--- src/sv/mkdh_pkg.sv ---
// Package for the multi-key debounce block.
// Holds the shared constants, register indexes and the structs that pass between modules.
// It depends on nothing.
package mkdh_pkg;

  localparam int KEYS      = 13;  // keys with a state machine, 1..13
  localparam int KEY_BITS  = 13;  // width of the pin and result vectors
  localparam int TIME_W    = 32;
  localparam int CFG_W     = 16;
  localparam int CFG_IDX_W = 8;

  localparam logic [CFG_IDX_W-1:0] REG_PRESS_TIME    = CFG_IDX_W'(0);
  localparam logic [CFG_IDX_W-1:0] REG_RELEASE_TIME  = CFG_IDX_W'(1);
  localparam logic [CFG_IDX_W-1:0] REG_HOLD_TIME     = CFG_IDX_W'(2);
  localparam logic [CFG_IDX_W-1:0] REG_STARTUP_DELAY = CFG_IDX_W'(3);

  localparam logic [CFG_W-1:0] PRESS_TIME_RST    = CFG_W'(50);
  localparam logic [CFG_W-1:0] RELEASE_TIME_RST  = CFG_W'(50);
  localparam logic [CFG_W-1:0] HOLD_TIME_RST     = CFG_W'(900);
  localparam logic [CFG_W-1:0] STARTUP_DELAY_RST = CFG_W'(500);

  typedef struct packed {
    logic [CFG_W-1:0] press_time;
    logic [CFG_W-1:0] release_time;
    logic [CFG_W-1:0] hold_time;
    logic [CFG_W-1:0] startup_delay;
  } cfg_t;

  // What one key lane reports for the item being accepted.
  typedef struct packed {
    logic press_evt;
    logic stable;
    logic held;
  } lane_res_t;

endpackage

--- src/sv/mkdh_lane.sv ---
// One key lane: the five-state debounce and long-press machine for one key.
// Holds the key's phase and time stamp; uses mkdh_pkg.
module mkdh_lane (
  input  logic                        clk,
  input  logic                        rst_n,
  input  logic                        step,
  input  logic                        down,
  input  logic [mkdh_pkg::TIME_W-1:0] now_ms,
  input  mkdh_pkg::cfg_t              cfg,
  output mkdh_pkg::lane_res_t         res
);

  typedef enum logic [2:0] {
    PH_RELEASED   = 3'd0,
    PH_PRESS_WAIT = 3'd1,
    PH_PRESSED    = 3'd2,
    PH_HOLD       = 3'd3,
    PH_REL_WAIT   = 3'd4
  } phase_t;

  phase_t                      phase_r, phase_nxt;
  logic [mkdh_pkg::TIME_W-1:0] stamp_r, stamp_nxt;
  logic [mkdh_pkg::TIME_W-1:0] dt;
  logic                        evt;

  assign dt = now_ms - stamp_r;

  always_comb begin
    phase_nxt = phase_r;
    stamp_nxt = stamp_r;
    evt       = 1'b0;
    case (phase_r)
      PH_RELEASED: begin
        if (down) begin
          phase_nxt = PH_PRESS_WAIT;
          stamp_nxt = now_ms;
        end
      end
      PH_PRESS_WAIT: begin
        if (dt > {16'b0, cfg.press_time}) begin
          phase_nxt = down ? PH_PRESSED : PH_RELEASED;
          evt       = down;
        end
      end
      PH_PRESSED: begin
        if (!down) begin
          phase_nxt = PH_REL_WAIT;
          stamp_nxt = now_ms;
        end else if (dt > {16'b0, cfg.hold_time}) begin
          // stamp still holds the time of the first press
          phase_nxt = PH_HOLD;
        end
      end
      PH_HOLD: begin
        if (!down) begin
          phase_nxt = PH_REL_WAIT;
          stamp_nxt = now_ms;
        end
      end
      PH_REL_WAIT: begin
        if (dt > {16'b0, cfg.release_time}) phase_nxt = PH_RELEASED;
      end
      default: begin
        phase_nxt = PH_RELEASED;
        if (down) begin
          phase_nxt = PH_PRESS_WAIT;
          stamp_nxt = now_ms;
        end
      end
    endcase
  end

  assign res.press_evt = evt;
  assign res.stable    = (phase_nxt == PH_PRESSED) || (phase_nxt == PH_HOLD);
  assign res.held      = (phase_nxt == PH_HOLD);

  always_ff @(posedge clk) begin
    if (!rst_n) begin
      phase_r <= PH_RELEASED;
    end else if (step) begin
      phase_r <= phase_nxt;
    end
  end

  // stamp is written on leaving released before any read
  always_ff @(posedge clk) begin
    if (step) begin
      stamp_r <= stamp_nxt;
    end
  end

endmodule

--- src/sv/mkdh_merge.sv ---
// Merge stage: gathers the lane results into the result vectors, tracks the
// startup lock and holds the output register. Uses mkdh_pkg.
module mkdh_merge (
  input  logic                                    clk,
  input  logic                                    rst_n,
  input  logic                                    step,
  input  logic                                    take,
  input  mkdh_pkg::lane_res_t [mkdh_pkg::KEYS-1:0] lane_res,
  input  logic [mkdh_pkg::KEY_BITS-1:0]           down_lv,
  input  logic [mkdh_pkg::TIME_W-1:0]             now_ms,
  input  logic [mkdh_pkg::CFG_W-1:0]              startup_delay,
  output logic                                    valid,
  output logic [mkdh_pkg::KEY_BITS-1:0]           press_events,
  output logic [mkdh_pkg::KEY_BITS-1:0]           down_levels,
  output logic [mkdh_pkg::KEY_BITS-1:0]           stable_pressed,
  output logic [mkdh_pkg::KEY_BITS-1:0]           held_keys,
  output logic                                    startup_locked
);

  logic                          valid_r;
  logic                          first_seen_r;
  logic [mkdh_pkg::TIME_W-1:0]   sstamp_r;
  logic                          lock_r, lock_nxt;
  logic [mkdh_pkg::TIME_W-1:0]   sstamp_eff;
  logic [mkdh_pkg::KEY_BITS-1:0] evt_v, stb_v, hld_v;
  logic [mkdh_pkg::KEY_BITS-1:0] evt_r, down_r, stb_r, hld_r;

  always_comb begin
    evt_v = '0;
    stb_v = '0;
    hld_v = '0;
    for (int k = 0; k < mkdh_pkg::KEYS; k++) begin
      evt_v[k] = lane_res[k].press_evt;
      stb_v[k] = lane_res[k].stable;
      hld_v[k] = lane_res[k].held;
    end
  end

  // first item stamps itself, so its difference is zero
  assign sstamp_eff = first_seen_r ? sstamp_r : now_ms;
  assign lock_nxt   = lock_r && !((now_ms - sstamp_eff) > {16'b0, startup_delay});

  always_ff @(posedge clk) begin
    if (!rst_n) begin
      valid_r      <= 1'b0;
      first_seen_r <= 1'b0;
      sstamp_r     <= '0;
      lock_r       <= 1'b1;
    end else begin
      if (step) begin
        valid_r      <= 1'b1;
        first_seen_r <= 1'b1;
        sstamp_r     <= sstamp_eff;
        lock_r       <= lock_nxt;
      end else if (take) begin
        valid_r <= 1'b0;
      end
    end
  end

  always_ff @(posedge clk) begin
    if (step) begin
      evt_r  <= evt_v;
      down_r <= down_lv;
      stb_r  <= stb_v;
      hld_r  <= hld_v;
    end
  end

  assign valid          = valid_r;
  assign press_events   = evt_r;
  assign down_levels    = down_r;
  assign stable_pressed = stb_r;
  assign held_keys      = hld_r;
  assign startup_locked = lock_r;

endmodule

--- src/sv/multi_key_debounce_hold.sv ---
// Multi-key debounce with long-press detection, top level.
// Instantiates one mkdh_lane per key and the mkdh_merge stage; uses mkdh_pkg.
//
// Each item is one scan of up to 13 active-low key pins plus a wrapping
// millisecond time. Every key lane updates in the cycle the item is accepted
// and the result appears in the output register on the next cycle, so one
// scan per clock is sustained; the only stall comes from a full output
// register that is not being taken. Configuration registers (press, release,
// hold and startup times) may be written at any time the block is idle; the
// config port is always ready and ignores indexes beyond three.
module multi_key_debounce_hold (
  input  logic                                clk,
  input  logic                                rst_n,
  input  logic                                in_valid,
  output logic                                in_stall,
  input  logic [mkdh_pkg::KEY_BITS-1:0]       in_pin_levels,
  input  logic [mkdh_pkg::TIME_W-1:0]         in_now_ms,
  output logic                                out_valid,
  input  logic                                out_stall,
  output logic [mkdh_pkg::KEY_BITS-1:0]       out_press_events,
  output logic [mkdh_pkg::KEY_BITS-1:0]       out_down_levels,
  output logic [mkdh_pkg::KEY_BITS-1:0]       out_stable_pressed,
  output logic [mkdh_pkg::KEY_BITS-1:0]       out_held_keys,
  output logic                                out_startup_locked,
  input  logic                                cfg_valid,
  output logic                                cfg_ready,
  input  logic [mkdh_pkg::CFG_IDX_W-1:0]      cfg_index,
  input  logic [mkdh_pkg::CFG_W-1:0]          cfg_data
);

  mkdh_pkg::cfg_t                          cfg_r;
  mkdh_pkg::lane_res_t [mkdh_pkg::KEYS-1:0] lane_res;
  logic [mkdh_pkg::KEY_BITS-1:0]           down_lv;
  logic                                    step;
  logic                                    take;

  assign cfg_ready = 1'b1;
  assign in_stall  = out_valid && out_stall;
  assign step      = in_valid && !in_stall;
  assign take      = out_valid && !out_stall;

  always_ff @(posedge clk) begin
    if (!rst_n) begin
      cfg_r.press_time    <= mkdh_pkg::PRESS_TIME_RST;
      cfg_r.release_time  <= mkdh_pkg::RELEASE_TIME_RST;
      cfg_r.hold_time     <= mkdh_pkg::HOLD_TIME_RST;
      cfg_r.startup_delay <= mkdh_pkg::STARTUP_DELAY_RST;
    end else if (cfg_valid) begin
      case (cfg_index)
        mkdh_pkg::REG_PRESS_TIME:    cfg_r.press_time    <= cfg_data;
        mkdh_pkg::REG_RELEASE_TIME:  cfg_r.release_time  <= cfg_data;
        mkdh_pkg::REG_HOLD_TIME:     cfg_r.hold_time     <= cfg_data;
        mkdh_pkg::REG_STARTUP_DELAY: cfg_r.startup_delay <= cfg_data;
        default: ;
      endcase
    end
  end

  // pins beyond the configured key count read as released
  always_comb begin
    down_lv = '0;
    for (int k = 0; k < mkdh_pkg::KEYS; k++) begin
      down_lv[k] = !in_pin_levels[k];
    end
  end

  for (genvar k = 0; k < mkdh_pkg::KEYS; k++) begin : g_lane
    mkdh_lane u_lane (
      .clk    (clk),
      .rst_n  (rst_n),
      .step   (step),
      .down   (down_lv[k]),
      .now_ms (in_now_ms),
      .cfg    (cfg_r),
      .res    (lane_res[k])
    );
  end

  mkdh_merge u_merge (
    .clk            (clk),
    .rst_n          (rst_n),
    .step           (step),
    .take           (take),
    .lane_res       (lane_res),
    .down_lv        (down_lv),
    .now_ms         (in_now_ms),
    .startup_delay  (cfg_r.startup_delay),
    .valid          (out_valid),
    .press_events   (out_press_events),
    .down_levels    (out_down_levels),
    .stable_pressed (out_stable_pressed),
    .held_keys      (out_held_keys),
    .startup_locked (out_startup_locked)
  );

endmodule
--- config.mk ---
export PLATFORM = sky130hd
export DESIGN_NAME = multi_key_debounce_hold
export DESIGN_NICKNAME = d
export VERILOG_FILES = /design/src/sv/mkdh_pkg.sv /design/src/sv/mkdh_lane.sv /design/src/sv/mkdh_merge.sv /design/src/sv/multi_key_debounce_hold.sv
export SDC_FILE = /design/constraint.sdc
export NUM_CORES = 2
export LEC_CHECK = 0
export BUFFER_PORTS_ARGS = -buffer_cell sky130_fd_sc_hd__clkbuf_2
export CORE_ASPECT_RATIO = 1.5
export CORE_MARGIN = 2
export CORE_UTILIZATION = 28
export DETAILED_ROUTE_END_ITERATION = 10
export PLACE_DENSITY = 0.55
export SLEW_MARGIN = 15
export SYNTH_ARGS = -nofsm -noshare
export SYNTH_HDL_FRONTEND = slang
export SYNTH_SLANG_ARGS = --single-unit
--- constraint.sdc ---
create_clock -name clk -period 4.7 [get_ports clk]
set_input_delay 0.94 -clock clk [delete_from_list [all_inputs] [get_ports clk]]
set_output_delay 0.94 -clock clk [all_outputs]
set_load 0.03 [all_outputs]
Yosys cells after proc, flatten, opt, wreduce, memory -nomap -nowiden. Cells that the tools add are included.

Reductions and logical operators: 104. Add/sub/neg operators: 14. Multiplexer cells: 159. Equality and inequality tests: 107. $lt $le $gt $ge: 40. Bitwise logic cells: 13.

Operators by type and width (count): 32-bit by 16-bit > comparator with 1-bit output (40); 32-bit 2-to-1 mux (27); 32-bit case mux with 2 select lines (13); 32-bit subtractor (14); 3-bit 2-to-1 mux (78); 3-bit case mux with 5 select lines (13); 3-bit by 2-bit == test with 1-bit output, second input constant (52); 4-bit AND reduction (13); 2-bit OR reduction (26); 3-bit by 1-bit == test with 1-bit output, second input constant (13); 3-bit == test, second input constant (13); 3-bit logical NOT (13); 2-bit AND reduction (17); 2-bit 2-to-1 mux (13); 2-bit by 1-bit != test with 1-bit output, second input constant (13); 2-bit != test, second input constant (13); 8-bit by 2-bit == test with 1-bit output, second input constant (2); 1-bit logical NOT (16); 1-bit 2-to-1 mux (15); 1-bit logical OR (13); 1-bit inverter (13); 8-bit by 1-bit == test with 1-bit output, second input constant (1); 8-bit logical NOT (1); 1-bit logical AND (4); 2-bit nonzero test (1).

Bits in registers: 606. Bits of input ports: 74. Output and inout port bits: 56. Word-level logic and storage cells: 487.

Logic depth before layout (Yosys ltp).
Word-level depth: 7. Gate-level depth with buffers: 26. Depth with buffers taken out: 24.

Cells and area by module. Synthesis repeated with hierarchy kept, for this count alone.

Cell total of the unflattened synthesis: 8150. Area total of the unflattened synthesis: 67688.7 um2.

By module, submodules not included: mkdh_lane at g_lane[1].u_lane ... (seq. area each 1021.0 um2, cells each 571, times used 6, area an instance 4555.6 um2); mkdh_lane at g_lane[0].u_lane ... (seq. area each 1021.0 um2, cells each 563, times used 5, area an instance 4598.2 um2); mkdh_merge (seq. area each 2262.2 um2, cells each 547, times used 1, area an instance 5450.2 um2); mkdh_lane at g_lane[12].u_lane (seq. area each 1021.0 um2, cells each 557, times used 1, area an instance 4677.0 um2); mkdh_lane at g_lane[6].u_lane (seq. area each 1021.0 um2, cells each 548, times used 1, area an instance 4625.7 um2); multi_key_debounce_hold (seq. area each 1281.2 um2, cells each 257, times used 1, area an instance 2611.3 um2).

Worst setup path after synthesis. Ideal clock, no wire load.

Kind: register -> register. From: reg u_merge.first_seen_r. To: reg u_merge.lock_r (netlist: u_merge.startup_locked). Data arrival time: 4.968 ns. Clock period less this slack: 5.055 ns. Required time: 4.613 ns. Stages on the path, launching flop included: 21. Setup time: 0.087 ns. Setup slack: -0.355 ns. Buffers on the path: 2. Path through: dfxtp_1 -> clkbuf_1 -> buf_1 -> mux2i_1 -> ha_1 -> nor2b_1 -> o21ai_0 -> a21boi_0 -> o41ai_1 -> o22ai_1 -> o41ai_1 -> xnor2_1 -> ha_1 -> and3_1 -> nand4_1 -> a21oi_1 -> a2111oi_0 -> o2111ai_1 -> nand4b_1 -> nand4b_1 -> o31ai_1.

Word-level cells in the longest chain between the ends: 5.

RTL lines: start: declaration (RTL line mkdh_merge.sv:21) `logic first_seen_r;`; start signal: assignment (RTL line mkdh_merge.sv:46) `first_seen_r <= 1'b0;`; start signal: assignment (RTL line mkdh_merge.sv:52) `first_seen_r <= 1'b1;`; 32-bit 2-to-1 mux (RTL line mkdh_merge.sv:40) `assign sstamp_eff = first_seen_r ? sstamp_r : now_ms;`; 32-bit subtractor (RTL line mkdh_merge.sv:41) `assign lock_nxt = lock_r && !((now_ms - sstamp_eff) > {16'b0, startup_delay});`; 32-bit by 16-bit > comparator with 1-bit output (RTL line mkdh_merge.sv:41); 1-bit logical NOT (RTL line mkdh_merge.sv:41); 1-bit logical AND (RTL line mkdh_merge.sv:41); end signal: assignment (RTL line mkdh_merge.sv:54) `lock_r <= lock_nxt;`; end: declaration (RTL line mkdh_merge.sv:23) `logic lock_r, lock_nxt;`.

Every way passes these cells. A chain may end at the register's enable or synchronous reset.

==> impl_metrics.csv <==
group,metric,value,unit
outcome,status,"completed",
synth,synthFlopType,"edfxtp_1",
worst_setup_path,cp.required,5.15,ns
clocking,htree_num_levels,3,
detailed_routing,wirelength,262000,microns
cells_and_area,finalInstanceArea,0.0798,sq mm
worst_setup_path,crit_top_cell,"buf_4",
grt,grt_usage,0.228,
synth,yosys_warnings,0,
grt,gr-total-overflow,0,
sta,worst_slack,0.168,ns
placed_design,hpwl,209000,microns
floorplan,die_height,577,microns
synth,synth_cell_types,111,
sta,finalSetupTns,0,ns
cells_and_area,fin_nets,9745,
floorplan,pin_count,130,
sta,worst-slew-pin-transition,1.11,ns
sta,finClkSkew,0.0365,ns
cells_and_area,final_util,0.366,
worst_setup_path,start_kind,"input pin",
worst_setup_path,path_buf_inv,6,
sta,hold-worst-slack,0.457,ns
cells_and_area,fillerInstances,22410,
synth,ys_top_cells_by_count,"1074 x ha_1, 744 x a21oi_1, 636 x inv_1",
hold_path,min_to,"cfg_r[20]$_SDFFE_PN0P_",
power,seqPwrFrac,0.277,
worst_setup_path,crit_slowest_cell,"a2111oi_1",
floorplan,die_w,386,microns
hold_path,hold_path_class,"reg2reg",
power,switching_share,0.364,
synth,synthXorXnorAreaFrac,0.0461,
clocking,clkSlewWorstSetupHoldPaths,0.06,ns
detailed_routing,ant_nets,0,
clocking,cts_buffers,78,
power,power_frac_comb,0.426,
synth,synth_nets,8266,
worst_setup_path,cp.depth,19,
power,totalPowerFinal,22.4,mW
detailed_routing,first_iter_violations,3961,
clocking,cts_tree,"done",
synth,synth.most_common_cell,"ha_1",
power,p_leak,36.1,nW
grt,grt_pass1_wl,379000,microns
worst_setup_path,cp_cell_sequence,"buf_6 > clkinvlp_4 > buf_6 > buf_4 > ha_1 > fa_1 > and2b_1 > o211ai_1 > and2_0 > o41ai_2 > buf_4 > o21ai_0 > a2111oi_1 > o21ai_1 > a2111oi_2 > nand4_1 > o211ai_1 > buf_4 > a21oi_1",
sta,setup_viol_count_final,0,
sta,hold_viol_final,0,
worst_setup_path,max_stage_delay,0.43,ns
grt,antenna_found_initial,26,
clocking,clock_path_buffers,3,
floorplan,core_area,0.218,sq mm
synth,synth-compound-area-share,0.229,
synth,synth_top_family_by_area,"compound AO/OA/AOI/OAI gates",
placed_design,io_buffers,128,
detailed_routing,viasPerCell,5.32,
grt,grt_pass1_vias,60479,
synth,synthArstFlopShare,0,
clocking,hold_buffers,0,
worst_setup_path,r2r_setup_slack,0.27,ns
clocking,clk_latency,0.73,ns
detailed_routing,firstDrtPassIters,8,
synth,avgSynthCellArea,8.63,sq um
sta,fmax,0.221,GHz
synth,ys_seq_area_frac,0.274,
run,maxCapViolCount,0,
power,clkPwrFrac,0.297,
worst_setup_path,crit_path_end_kind,"register",
worst_setup_path,r2r-start,"u_merge.first_seen_r$_SDFFE_PN0P_",
detailed_routing,route.detailed.drc,0,
sta,timing.slew.headroom,0.256,
placed_design,gp_congestion,0.963,
synth,syn-instance-count,7104,
worst_setup_path,worstSetupPathType,"in2reg",
synth,synth_mux_area_frac,0.0156,
worst_setup_path,cp-startpoint,"in_now_ms[0]",
synth,synth_largest_area_cell,"edfxtp_1",
synth,synth_seq_cells,606,
grt,grt_max_degree,62,
synth,yosys-top-cells-area,"edfxtp_1 23%, ha_1 22%, a21oi_1 6.1%, dfxtp_1 4.5%, inv_1 3.9%",
power,power.switching,8.13,mW
power,intPower,14.2,mW
synth,syn_area,0.0613,sq mm
power,peakVddDrop,0.259,mV
hold_path,hold_depth,2,
synth,synthAdderAreaFrac,0.224,
sta,period_needed,4.53,ns
worst_setup_path,critPathMaxFanout,6,
cells_and_area,layout-drive-gt1-share,0.219,
clocking,clock_sinks,606,
detailed_routing,vias,61243,
synth,synth_simple_gate_area_frac,0.159,
placed_design,dp_cells,11354,
worst_setup_path,timing.rr.end,"u_merge.startup_locked$_SDFFE_PN1P_",
worst_setup_path,cpLargestDelayFamily,"compound AO/OA/AOI/OAI gates",
floorplan,die_area,0.223,sq mm
synth,synth_top_area_frac,0.229,
placed_design,place_ws,-0.857,ns
placed_design,placed_cell_area,0.0767,sq mm
worst_setup_path,rr_worst_depth,24,
synth,synth_edf_count,468,
detailed_routing,wl_per_cell,22.7,microns
power,p_per_area,280,mW/mm^2
clocking,cts-root-buf,"clkbuf_16",
floorplan,placementRows,210,
cells_and_area,syn_to_final_growth,30.2,%
worst_setup_path,arrival,4.98,ns
sta,fin_crit_sh,0.964,
hold_path,hp-start,"cfg_r[20]$_SDFFE_PN0P_",
sta,slew_viol_final,0,
floorplan,initial_core_util,0.281,
cells_and_area,stdcell_count,11516,
==> placed cells by master (no fill, tap or decap), drive strengths merged, types with 205 or more instances in the layout <==
master,n
o21ai,433
nand4,230
buf,1474
ha,1074
xnor2,205
a21o,266
edfxtp,468
nand2,488
a21oi,748
inv,647
clkbuf,225
nor2,456
==> state kept, by name (all words and copies together), names as in the netlist <==
register                flops
g_lane.u_lane.phase_r      39
u_merge.press_events       13
u_merge.first_seen_r        1
u_merge.down_levels        13
cfg_r                      64
u_merge.held_keys          13
g_lane.u_lane.stamp_r     416
u_merge.startup_locked      1
u_merge.valid               1
u_merge.stable_pressed     13
u_merge.sstamp_r           32
==> power groups by stage <==
stage | logic (mW) | registers (mW) | clock network (mW)
2_1_floorplan | 5.29 | 6.31 | 0
3_3_place_gp | 9.17 | 6.31 | 0
3_5_place_dp | 9.33 | 6.31 | 0
4_1_cts | 9.41 | 6.20 | 6.79
5_1_grt | 10.5 | 6.22 | 6.98
6_report | 9.53 | 6.20 | 6.64
==> layout make-up <==
| type | instances | area, sq um | area share |
|---|---|---|---|
| clock inverters | 48 | 624 | 0.00782 |
| well taps | 2862 | 3580 | 0.0448 |
| clock buffers | 98 | 2150 | 0.0269 |
| flip-flops and latches | 606 | 16800 | 0.211 |
| multi-input cells | 5658 | 41700 | 0.523 |
| inverters | 638 | 2410 | 0.0302 |
| diodes | 5 | 12.5 | 0.000157 |
| repair buffers | 1601 | 12500 | 0.157 |
==> worst register-to-register path, stage by stage, from the launching register on <==
cell	delay, ns
dfxtp_2	0.42
nand2_1	0.09
o21ai_2	0.09
ha_2	0.20
inv_1	0.05
fa_2	0.35
a21o_1	0.18
a21oi_2	0.18
o21bai_2	0.10
a21o_1	0.18
a21o_1	0.19
a21oi_2	0.15
nor2b_1	0.06
o21ai_1	0.11
nand2b_1	0.08
xor2_1	0.14
ha_1	0.28
and3_1	0.16
nand4_1	0.10
a21oi_1	0.07
a2111oi_2	0.45
o2111ai_1	0.14
nand4b_1	0.19
nand4b_1	0.19
o31ai_1	0.22
==> cell families (layout without fill, tap and decap cells) <==
family	after synthesis	in the layout
buf+inv	840	2385
fa+ha+maj	1088	1088
flops	606	606
simple gates	1936	1936
other cells	1	6
mux	95	95
xor+xnor	323	323
compound gates	2215	2215
==> worst max-delay path by stage <==
stage	slack, ns	endpoint
6_report	0.17	u_merge.stable_pressed[3]$_DFFE_PP_
5_1_grt	-0.07	u_merge.stable_pressed[3]$_DFFE_PP_
4_1_cts	0.02	u_merge.press_events[0]$_SDFFCE_PN0P_
3_5_place_dp	-0.86	u_merge.startup_locked$_SDFFE_PN1P_
3_3_place_gp	-0.84	u_merge.press_events[0]$_SDFFCE_PN0P_
2_1_floorplan	-0.09	u_merge.startup_locked$_SDFFE_PN1P_
==> per-layer routing <==
metal	part of all wire	GRT usage	wire [microns]	vias up
li1	-	-	-	29474
met1	0.40	0.263	104000	29346
met2	0.47	0.392	124000	1774
met3	0.052	0.0327	13700	629
met4	0.076	0.147	19800	20
met5	0.00048	0	126	-
==> timing repair <==
item / CTS / global route
endpoints found under the setup margin: 6 / 66
setup buffers: 2 / 9
pin swaps: 2 / 31
gates resized for setup: 4 / 72
Power figures use the tool's default switching activity.
